--- src/design/cfvg_pkg.sv ---
// shared constants, types and a function for the circle fan vertex generator
// no dependencies
`timescale 1ns / 1ps

package cfvg_pkg;

    localparam int CORDIC_STEPS = 16;
    localparam int MAX_SIDES    = 4096;
    localparam int TABLE_LEN    = 24;
    localparam int NSTEPS       = (CORDIC_STEPS < TABLE_LEN) ? CORDIC_STEPS : TABLE_LEN;

    localparam int IDX_W   = 13;
    localparam int XY_W    = 20;
    localparam int RAD_W   = 16;
    localparam int SIDES_W = 13;
    localparam int NUM_W   = IDX_W + 16;
    localparam int PH_W    = 16;
    localparam int CW      = 34;
    localparam int ZW      = 34;
    localparam int DIV_STEPS = NUM_W;

    localparam logic [2:0] REG_CENTER_X  = 3'd0;
    localparam logic [2:0] REG_CENTER_Y  = 3'd1;
    localparam logic [2:0] REG_CENTER_Z  = 3'd2;
    localparam logic [2:0] REG_RADIUS    = 3'd3;
    localparam logic [2:0] REG_NUM_SIDES = 3'd4;

    localparam logic signed [CW-1:0] GAIN_Q30 = 34'sd652032874;

    typedef struct packed {
        logic             valid;
        logic             use_center;
        logic             is_last;
        logic             index_error;
    } tag_t;

    typedef struct packed {
        tag_t                     tag;
        logic [NUM_W-1:0]         rem;
        logic [NUM_W-1:0]         num;
        logic [PH_W-1:0]          quo;
        logic [SIDES_W-1:0]       sides;
    } div_word_t;

    typedef struct packed {
        tag_t                     tag;
        logic                     flip;
        logic signed [CW-1:0]     x;
        logic signed [CW-1:0]     y;
        logic signed [ZW-1:0]     z;
    } cor_word_t;

    function automatic logic signed [ZW-1:0] atan_turn(input int k);
        logic signed [ZW-1:0] t;
        begin
            case (k)
                0: t = 34'sd536870912;
                1: t = 34'sd316933406;
                2: t = 34'sd167458907;
                3: t = 34'sd85004756;
                4: t = 34'sd42667331;
                5: t = 34'sd21354465;
                6: t = 34'sd10679838;
                7: t = 34'sd5340245;
                8: t = 34'sd2670163;
                9: t = 34'sd1335087;
                10: t = 34'sd667544;
                11: t = 34'sd333772;
                12: t = 34'sd166886;
                13: t = 34'sd83443;
                14: t = 34'sd41722;
                15: t = 34'sd20861;
                16: t = 34'sd10430;
                17: t = 34'sd5215;
                18: t = 34'sd2608;
                19: t = 34'sd1304;
                20: t = 34'sd652;
                21: t = 34'sd326;
                22: t = 34'sd163;
                23: t = 34'sd81;
                default: t = '0;
            endcase
            return t;
        end
    endfunction

endpackage

--- src/design/cfvg_div_cell.sv ---
// one restoring division cell: brings in one numerator bit per cycle
// depends on cfvg_pkg
`timescale 1ns / 1ps

module cfvg_div_cell (
    input  logic               clk,
    input  logic               rst_n,
    input  cfvg_pkg::div_word_t din,
    output cfvg_pkg::div_word_t dout
);

    cfvg_pkg::div_word_t word_reg;
    cfvg_pkg::div_word_t word_next;
    logic [cfvg_pkg::NUM_W:0] trial;

    always_comb
    begin
        word_next = din;
        trial = {din.rem, din.num[cfvg_pkg::NUM_W-1]}
              - {{(cfvg_pkg::NUM_W-cfvg_pkg::SIDES_W+1){1'b0}}, din.sides};
        word_next.num = {din.num[cfvg_pkg::NUM_W-2:0], 1'b0};
        if (!trial[cfvg_pkg::NUM_W])
        begin
            word_next.rem = trial[cfvg_pkg::NUM_W-1:0];
            word_next.quo = {din.quo[cfvg_pkg::PH_W-2:0], 1'b1};
        end
        else
        begin
            word_next.rem = {din.rem[cfvg_pkg::NUM_W-2:0], din.num[cfvg_pkg::NUM_W-1]};
            word_next.quo = {din.quo[cfvg_pkg::PH_W-2:0], 1'b0};
        end
    end

    always_ff @(posedge clk or negedge rst_n)
    begin
        if (!rst_n)
        begin
            word_reg <= '0;
        end
        else
        begin
            word_reg <= word_next;
        end
    end

    assign dout = word_reg;

endmodule

--- config.mk ---
export PLATFORM = sky130hd
export DESIGN_NAME = cfvg_div_cell
export DESIGN_NICKNAME = d
export VERILOG_FILES = /design/src/design/cfvg_pkg.sv /design/src/design/cfvg_div_cell.sv
export SDC_FILE = /design/constraint.sdc
export NUM_CORES = 1
export LEC_CHECK = 0
export ABC_CLOCK_PERIOD_IN_PS = 800
export BUFFER_PORTS_ARGS = -buffer_cell sky130_fd_sc_hd__buf_2
export CORE_MARGIN = 2
export CORE_UTILIZATION = 35
export CTS_BUF_LIST = sky130_fd_sc_hd__clkbuf_4 sky130_fd_sc_hd__clkbuf_8
export CTS_CLUSTER_DIAMETER = 120
export DETAILED_ROUTE_END_ITERATION = 6
export PLACE_DENSITY = 0.67
export SETUP_SLACK_MARGIN = 0.4
export SLEW_MARGIN = 5
export SYNTH_ARGS = -nofsm -noshare
export SYNTH_HDL_FRONTEND = slang
export SYNTH_SLANG_ARGS = --single-unit
--- constraint.sdc ---
create_clock -name clk -period 0.8 [get_ports clk]
set_input_delay 0.16 -clock clk [delete_from_list [all_inputs] [get_ports clk]]
set_output_delay 0.16 -clock clk [all_outputs]
set_load 0.02 [all_outputs]
==> results of run 1 <==
[placed cells by master, fill, tap and decap left out, types with 5 or more instances in the layout]
cell type and n:
a21oi_1 15, nor3_1 9, buf_6 98, dfrtp_1 90
nor2_1 14, ha_1 13, buf_4 73, o21ai_0 7
buf_2 89, clkbuf_8 10, nand4_1 6, nand2_1 8
inv_1 16, mux2_4 8, nand3_1 5, xor2_1 9
xnor2_1 16
[what timing repair did]
| action | CTS | global route |
|---|---|---|
| gates resized for setup | 202 | 6 |
| endpoints found under the setup margin | 120 | 120 |
| cloned | 1 | 0 |
| buffers inserted | 5 | 1 |
| pin swaps | 15 | 5 |
| endpoints found under the hold margin | 150 | 149 |
[metal layers]
| metal | wire length [µm] | vias to the layer above |
|---|---|---|
| met4 | 213 | 0 |
| met2 | 4840 | 114 |
| li1 | - | 1481 |
| met3 | 620 | 15 |
| met5 | 0 | - |
| met1 | 3960 | 1490 |
[how the worst max path moves through the flow]
stage | to | depth (start not counted) | start
2_1_floorplan | dout[62]$_DFF_PN0_ | 9 | din[72]
3_3_place_gp | dout[64]$_DFF_PN0_ | 8 | din[72]
3_5_place_dp | dout[67]$_DFF_PN0_ | 8 | din[72]
4_1_cts | dout[70]$_DFF_PN0_ | 8 | din[72]
5_1_grt | dout[59]$_DFF_PN0_ | 8 | din[72]
6_report | dout[67]$_DFF_PN0_ | 8 | din[72]
[worst max-delay path, delay by kind of cell]
family                 cells  cell delay [ns]
multiplexers               1             0.29
buffers and inverters      2             0.24
AND/OR/NAND/NOR            5             2.16
[cells by family after synthesis]
logic type | Yosys count | share of synthesized area (%)
compound gates | 41 | 7.54
xor+xnor | 25 | 6.19
fa+ha+maj | 14 | 5.17
buf+inv | 22 | 3.26
flops | 90 | 63.7
mux | 10 | 3.89
other cells | 1 | 0.106
simple gates | 69 | 10.1
[power by group]
group	internal [mW]	switching [mW]	total (mW)
clock	1.22	1.60	2.82
combinational	1.49	1.28	2.77
sequential	4.85	0.146	5.00
[final cells by class]
type / count / area [µm²]
Tap cell: 133 / 166
Clock inverter: 6 / 40.0
Sequential cell: 90 / 2250
Clock buffer: 10 / 138
Fill cell: 788 / 3650
Multi-Input combinational cell: 160 / 1260
Inverter: 16 / 60.1
Timing Repair Buffer: 265 / 2200
==> impl_metrics.ini, run 1 <==
[clock_network]
cts-root-buf = clkbuf_8
cts_buffers = 9
path_clk_slew_ns = 0.08
clk_path_buf_depth = 2
cts_sinks = 90
cts_tree = yes
htree_levels = 3

[synth]
synthTopCellsByArea = dfrtp_1, ha_1, xnor2_1
synth_common_cells = dfrtp_1, nor2_1, inv_1, xnor2_1, a21oi_1
synth-warning-count = 0
yosysMostFrequentCell = dfrtp_1
netlist.area_leader.share_pct = 63.7
synth-seq-cells = 90
syn-mean-instance-area_um2 = 13.0
synthCells = 272
synthFlopType = dfrtp_1
synth_nets = 379
synth_area_leader_cell = dfrtp_1
seq_area_frac_synth_pct = 63.7
async_flop_share_pct = 100
syn_area_um2 = 3530
synth_edf_count = 0
synth_cell_types = 42

[worst_setup_path]
cp_cell_sequence = buf_6 -> or4_4 -> or4_4 -> or4_4 -> or4_4 -> and2_4 -> buf_12 -> mux2_4
start_kind = input pin
endpoint_kind = flop
cp_slowest_stage_delay_ns = 0.54
cp_common_cell = or4_4
critPathKind = input pin to flop
crit_path_top_delay_cell = or4_4
worstPathRequired_ns = 1.04
crit_fanout = 9
worst_ep_arrival_time_ns = 2.87

[global_route]
overflow = 0
grt_start_max_net_pins = 34
grt_pass1_wl_um = 16100
antenna_found_initial = 0
use_met3_pct = 4.39
grt_util_met2_pct = 31.7
track_usage_pct = 18.5
grtUsageMet1_pct = 22.1
grt_pass1_vias = 3368
grt.busiest_layer = met2

[layout]
n_antenna_cell = 0
drive_gt1_share_pct = 56.5
area_growth_pct = 73.2
stdcell_count = 680
finish.utilization_pct = 62.6
final_cell_area_um2 = 6120
nets = 649
largest_reg_flops = 90

[sta]
fmax_ghz = 0.380
rsz0062_at_grt = true
fin_ws_ns = -1.83
finalSetupViolCount = 120
period_needed_ns = 2.63
slew_violations = 0
fin_crit_sh_pct = 329
hold_viol = 148
hold-worst-slack_ns = -0.367
tns_ns = -70.86

[placement]
dpl_cell_area_um2 = 5190
gp_congestion = 0.828
hpwl_um = 7260
io_buffers = 181
pre_cts_slack_ns = -2.26
placedCellCount = 657

[die]
core-area_um2 = 9770
die_area_um2 = 10900
die-width_um = 104
ios = 184
rows = 36
initial_utilization_pct = 36.2
die_h_um = 104

[outcome]
violations = hold timing, setup timing
status = finished, violations left

[power]
power_mw = 10.6
ir_worst_vdd_mv = 0.706
power_per_cell_area_nw_per_um2 = 1730
p_leak_nw = 3.05

[drt]
vias = 3100
drtIter0Drc = 89
ant_nets = 0
drc = 0
dr.pass1.iters = 4
drt-total-wl_um = 9640
via_per_inst = 4.56
wl_per_cell_um = 14.2

[job]
maxCapViolCount = 0

[worst_hold_path]
hold_class = input pin to async pin
Note: power is estimated with default switching activity, not from simulation.
==> run 2: changes to the inputs <==
CORE_MARGIN = unset   (was 2)
==> run 2 against run 1 <==
Against the previous run: the flow still finishes with violations (hold timing, setup timing); largest power group unchanged; clock-buffer cell count did not move; sequential power about the same; fmax grew 1.5%; non-clock buffer count decreased by 1; power is 3.4% higher; core utilization barely moved; routed wire length fell by 0.49%; first-iteration DRC count is 12% lower; largest cell class unchanged; design area about the same; sequential cell count unchanged; worst hold slack worse by 0.040 ns; highest routed layer unchanged; global-route usage down 0.14 points.
==> impl_metrics.ini, run 2 (same netlist as run 1, synthesis figures left out) <==
[layout]
nets = 648
drive_gt1_share_pct = 56.6
largest_reg_flops = 90
layout_commonest_cell = buf_6
fill_cells = 771
n_antenna_cell = 0
area_growth_pct = 73.2
final_cell_mix = buf_6, dfrtp_1, buf_2

[job]
maxCapViolCount = 0

[global_route]
antenna_found_initial = 0
grt_start_max_net_pins = 41
track_usage_pct = 18.4
grt_pass1_vias = 3171
overflow = 0
grt_pass1_wl_um = 14500

[clock_network]
path_clk_slew_ns = 0.09
cts_tree = yes
cts-root-buf = clkbuf_8
htree_levels = 3
cts_buffers = 9
cts_sinks = 90
clk_path_buf_depth = 2

[die]
ios = 184
initial_utilization_pct = 36.2
rows = 36
die-width_um = 102
die_h_um = 102
die_area_um2 = 10500
core-area_um2 = 9770

[drt]
ant_nets = 0
drt-total-wl_um = 9590
dr.pass1.iters = 4
via_per_inst = 4.51
drc = 0
vias = 3062
drtIter0Drc = 78
wl_per_cell_um = 14.1

[worst_setup_path]
critPathKind = input pin to flop
worst_ep_arrival_time_ns = 2.84
worstPathRequired_ns = 1.05
crit_fanout = 11
endpoint_kind = flop
start_kind = input pin

[power]
ir_worst_vdd_mv = 0.686
p_seq_share_pct = 45.7
p_clk_share_pct = 29.2
pwr-share-comb_pct = 25.1
swShare_pct = 28.0
switchingPower_mw = 3.06
power_per_cell_area_nw_per_um2 = 1790
internal_power_mw = 7.87
p_leak_nw = 3.05

[sta]
hold-worst-slack_ns = -0.407
fmax_ghz = 0.386
rsz0062_at_grt = true
hold_viol = 150
finalSetupViolCount = 120
slew_violations = 0
fin_crit_sh_pct = 324
period_needed_ns = 2.59
fin_ws_ns = -1.79

[placement]
hpwl_um = 6940
pre_cts_slack_ns = -2.23
io_buffers = 181
gp_congestion = 0.860

[outcome]
status = finished, violations left
violations = hold timing, setup timing

[worst_hold_path]
hold_class = input pin to async pin
[run 2: how the worst max path moves through the flow]
| stage | startpoint | endpoint | cells after the start |
|---|---|---|---|
| CTS | din[72] | dout[65]$_DFF_PN0_ | 8 |
| finish | din[72] | dout[70]$_DFF_PN0_ | 8 |
| global route | din[72] | dout[68]$_DFF_PN0_ | 8 |
| global placement | din[72] | dout[64]$_DFF_PN0_ | 8 |
| floorplan | din[72] | dout[62]$_DFF_PN0_ | 9 |
| detailed placement | din[72] | dout[65]$_DFF_PN0_ | 8 |
[run 2: per-stage QoR]
step	cell area, µm²	utilization (%)	std cells	power, mW	setup TNS (ns)
after global placement	5190	53.1	660	7.29	-61.95
after detailed placement	5190	53.1	660	7.33	-63.18
after global routing	6120	62.6	679	11.5	-75.44
after floorplan	3540	-	272	6.12	-59.09
final	6120	62.6	679	10.9	-70.91
after CTS	6070	62.1	677	11.1	-71.79
[run 2: power by group through the flow]
stage | combinational [mW] | sequential (mW) | clock (mW)
2_1_floorplan | 0.697 | 5.43 | 0
3_3_place_gp | 2.28 | 5.01 | 0
3_5_place_dp | 2.32 | 5.01 | 0
4_1_cts | 2.73 | 5.00 | 3.33
5_1_grt | 2.98 | 5.03 | 3.47
6_report | 2.74 | 5.00 | 3.19
[run 2: layout make-up]
type | count | area (µm²) | area share (%)
Clock inverter | 6 | 71.3 | 1.16
Sequential cell | 90 | 2250 | 36.8
Clock buffer | 10 | 138 | 2.25
Tap cell | 133 | 166 | 2.72
Multi-Input combinational cell | 160 | 1270 | 20.7
Inverter | 16 | 60.1 | 0.981
Timing Repair Buffer | 264 | 2170 | 35.4
[run 2: worst max-delay path, stage by stage]
cell    delay (ns)
buf_8         0.10
or4_4         0.53
or4_4         0.44
or4_4         0.54
or4_4         0.44
and2_4        0.19
buf_8         0.15
mux2_4        0.29
[run 2: metal layers]
layer	GRT usage [%]	share of wire, %	vias up
li1	-	-	1476
met1	20.8	39	1453
met2	31.9	52	117
met3	4.61	7.0	16
met4	9.67	2.0	0
met5	0	0	-
[run 2: what timing repair did]
item / 4_1_cts / 5_1_grt
endpoints found under the setup margin: 120 / 120
setup buffers: 1 / 2
resized for setup: 202 / 10
endpoints found under the hold margin: 150 / 150
pin swaps: 4 / 5
==> run 3: changes to the inputs <==
MAX_ROUTING_LAYER = met4   (was unset)
==> run 3 against run 2 <==
Against the previous run: the run still ends with hold timing, setup timing left; design area stayed put; core utilization stayed put; power hardly changed; cell count stayed put; fmax hardly changed; sequential share of layout area stayed put; via count is 0.13% higher; worst setup slack better by 0.0010 ns; worst hold slack hardly changed; clock power hardly changed; sequential power hardly changed; critical path type unchanged; critical endpoint is now dout[65]$_DFF_PN0_.
==> impl_metrics.ini, run 3 (same netlist as run 1, synthesis figures left out) <==
[drt]
drc = 0
drt-total-wl_um = 9610
vias = 3066
drtIter0Drc = 114
ant_nets = 0
wl_per_cell_um = 14.1
via_per_inst = 4.52
dr.pass1.iters = 4

[layout]
nets = 648
stdcell_count = 679
n_antenna_cell = 0
largest_reg_flops = 90
regArea_um2 = 2250
final_cell_mix = buf_6, dfrtp_1, buf_2
final_cell_area_um2 = 6120
drive_gt1_share_pct = 56.6
fill_cells = 771
multiInputGateArea_um2 = 1270
area_growth_pct = 73.2
layout_commonest_cell = buf_6
finish.utilization_pct = 62.6

[global_route]
grt_pass1_vias = 3171
grt_pass1_wl_um = 14500
overflow = 0
track_usage_pct = 18.9
grt_start_max_net_pins = 41
antenna_found_initial = 0

[worst_setup_path]
path_delay_family = simple AND/OR/NAND/NOR gates
cp_num_buf_inv = 2
worst_ep_arrival_time_ns = 2.83
endpoint_kind = flop
worstPathRequired_ns = 1.05
cp_common_cell = or4_4
cp-startpoint = din[72]
crit_end = dout[65]$_DFF_PN0_
critPathKind = input pin to flop
crit_path_top_delay_cell = or4_4
cp_slowest_stage_delay_ns = 0.53
cp.depth = 8
cp_cell_sequence = buf_8 -> or4_4 -> or4_4 -> or4_4 -> or4_4 -> and2_4 -> buf_8 -> mux2_4
crit_fanout = 9
start_kind = input pin

[sta]
fmax_ghz = 0.386
finalSetupViolCount = 120
fin_crit_sh_pct = 324
slew_violations = 0
fin_ws_ns = -1.79
rsz0062_at_grt = true
hold_viol = 150
period_needed_ns = 2.59
hold-worst-slack_ns = -0.406

[clock_network]
cts_buffers = 9
htree_levels = 3
cts_tree = yes
clk_path_buf_depth = 2
cts-root-buf = clkbuf_8
cts_sinks = 90
path_clk_slew_ns = 0.09

[job]
maxCapViolCount = 0

[placement]
pre_cts_slack_ns = -2.23
dpl_cell_area_um2 = 5190
io_buffers = 181
placedCellCount = 660
gp_congestion = 0.874
hpwl_um = 6940

[outcome]
violations = hold timing, setup timing
status = finished, violations left

[power]
p_clk_share_pct = 29.2
power_mw = 10.9
ir_worst_vdd_mv = 0.685
p_seq_share_pct = 45.7
pwr-share-comb_pct = 25.1
internal_power_mw = 7.87
power_per_cell_area_nw_per_um2 = 1790
p_leak_nw = 3.05
switchingPower_mw = 3.06
swShare_pct = 28.0

[die]
die_h_um = 102
die-width_um = 102
ios = 184
die_area_um2 = 10500
core-area_um2 = 9770
rows = 36
initial_utilization_pct = 36.2

[worst_hold_path]
hold_class = input pin to async pin
run 3: cell counts in the layout (fill, tap and decap cells not counted):
No cell type changed its count.
run 3: layout make-up:
type / instances / area share (%)
inverters: 16 / 0.981
repair buffers: 264 / 35.4
flip-flops and latches: 90 / 36.8
clock buffers: 10 / 2.25
well taps: 133 / 2.72
multi-input cells: 160 / 20.7
clock inverters: 6 / 1.16
run 3: stage by stage:
stage	TNS, ns	hold WS (ns)
4_1_cts	-71.79	-0.427
3_5_place_dp	-63.18	-0.0231
5_1_grt	-75.43	-0.427
6_report	-70.89	-0.406
2_1_floorplan	-59.09	-0.136
3_3_place_gp	-61.95	-0.0237
run 3: how the worst min path moves through the flow:
stage,from,endpoint,slack (ns),cells past startpoint
2_1_floorplan,rst_n,dout[0]$_DFF_PN0_,-0.14,0
3_3_place_gp,rst_n,dout[89]$_DFF_PN0_,-0.02,1
3_5_place_dp,rst_n,dout[89]$_DFF_PN0_,-0.02,1
4_1_cts,rst_n,dout[89]$_DFF_PN0_,-0.43,1
5_1_grt,rst_n,dout[89]$_DFF_PN0_,-0.43,1
6_report,rst_n,dout[89]$_DFF_PN0_,-0.41,1
run 3: power by group through the flow:
| stage | Sequential (mW) | Clock (mW) | Combinational, mW |
|---|---|---|---|
| finish | 5.00 | 3.19 | 2.75 |
| global route | 5.03 | 3.47 | 2.98 |
| CTS | 5.00 | 3.33 | 2.73 |
| detailed placement | 5.01 | 0 | 2.32 |
| global placement | 5.01 | 0 | 2.28 |
| floorplan | 5.43 | 0 | 0.697 |
run 3: routing by layer:
metal | routed length, µm | up-vias | track usage (%)
met2 | 4990 | 113 | 32.1
met1 | 3780 | 1458 | 20.9
met5 | 0 | - | -
li1 | - | 1478 | -
met3 | 631 | 17 | 4.34
met4 | 203 | 0 | 9.67
run 3: what timing repair did:
item,in CTS,in global routing
endpoints found under the hold margin,150,150
setup buffers,1,2
gates resized for setup,202,10
setup endpoints to repair,120,120
pin swaps,4,5
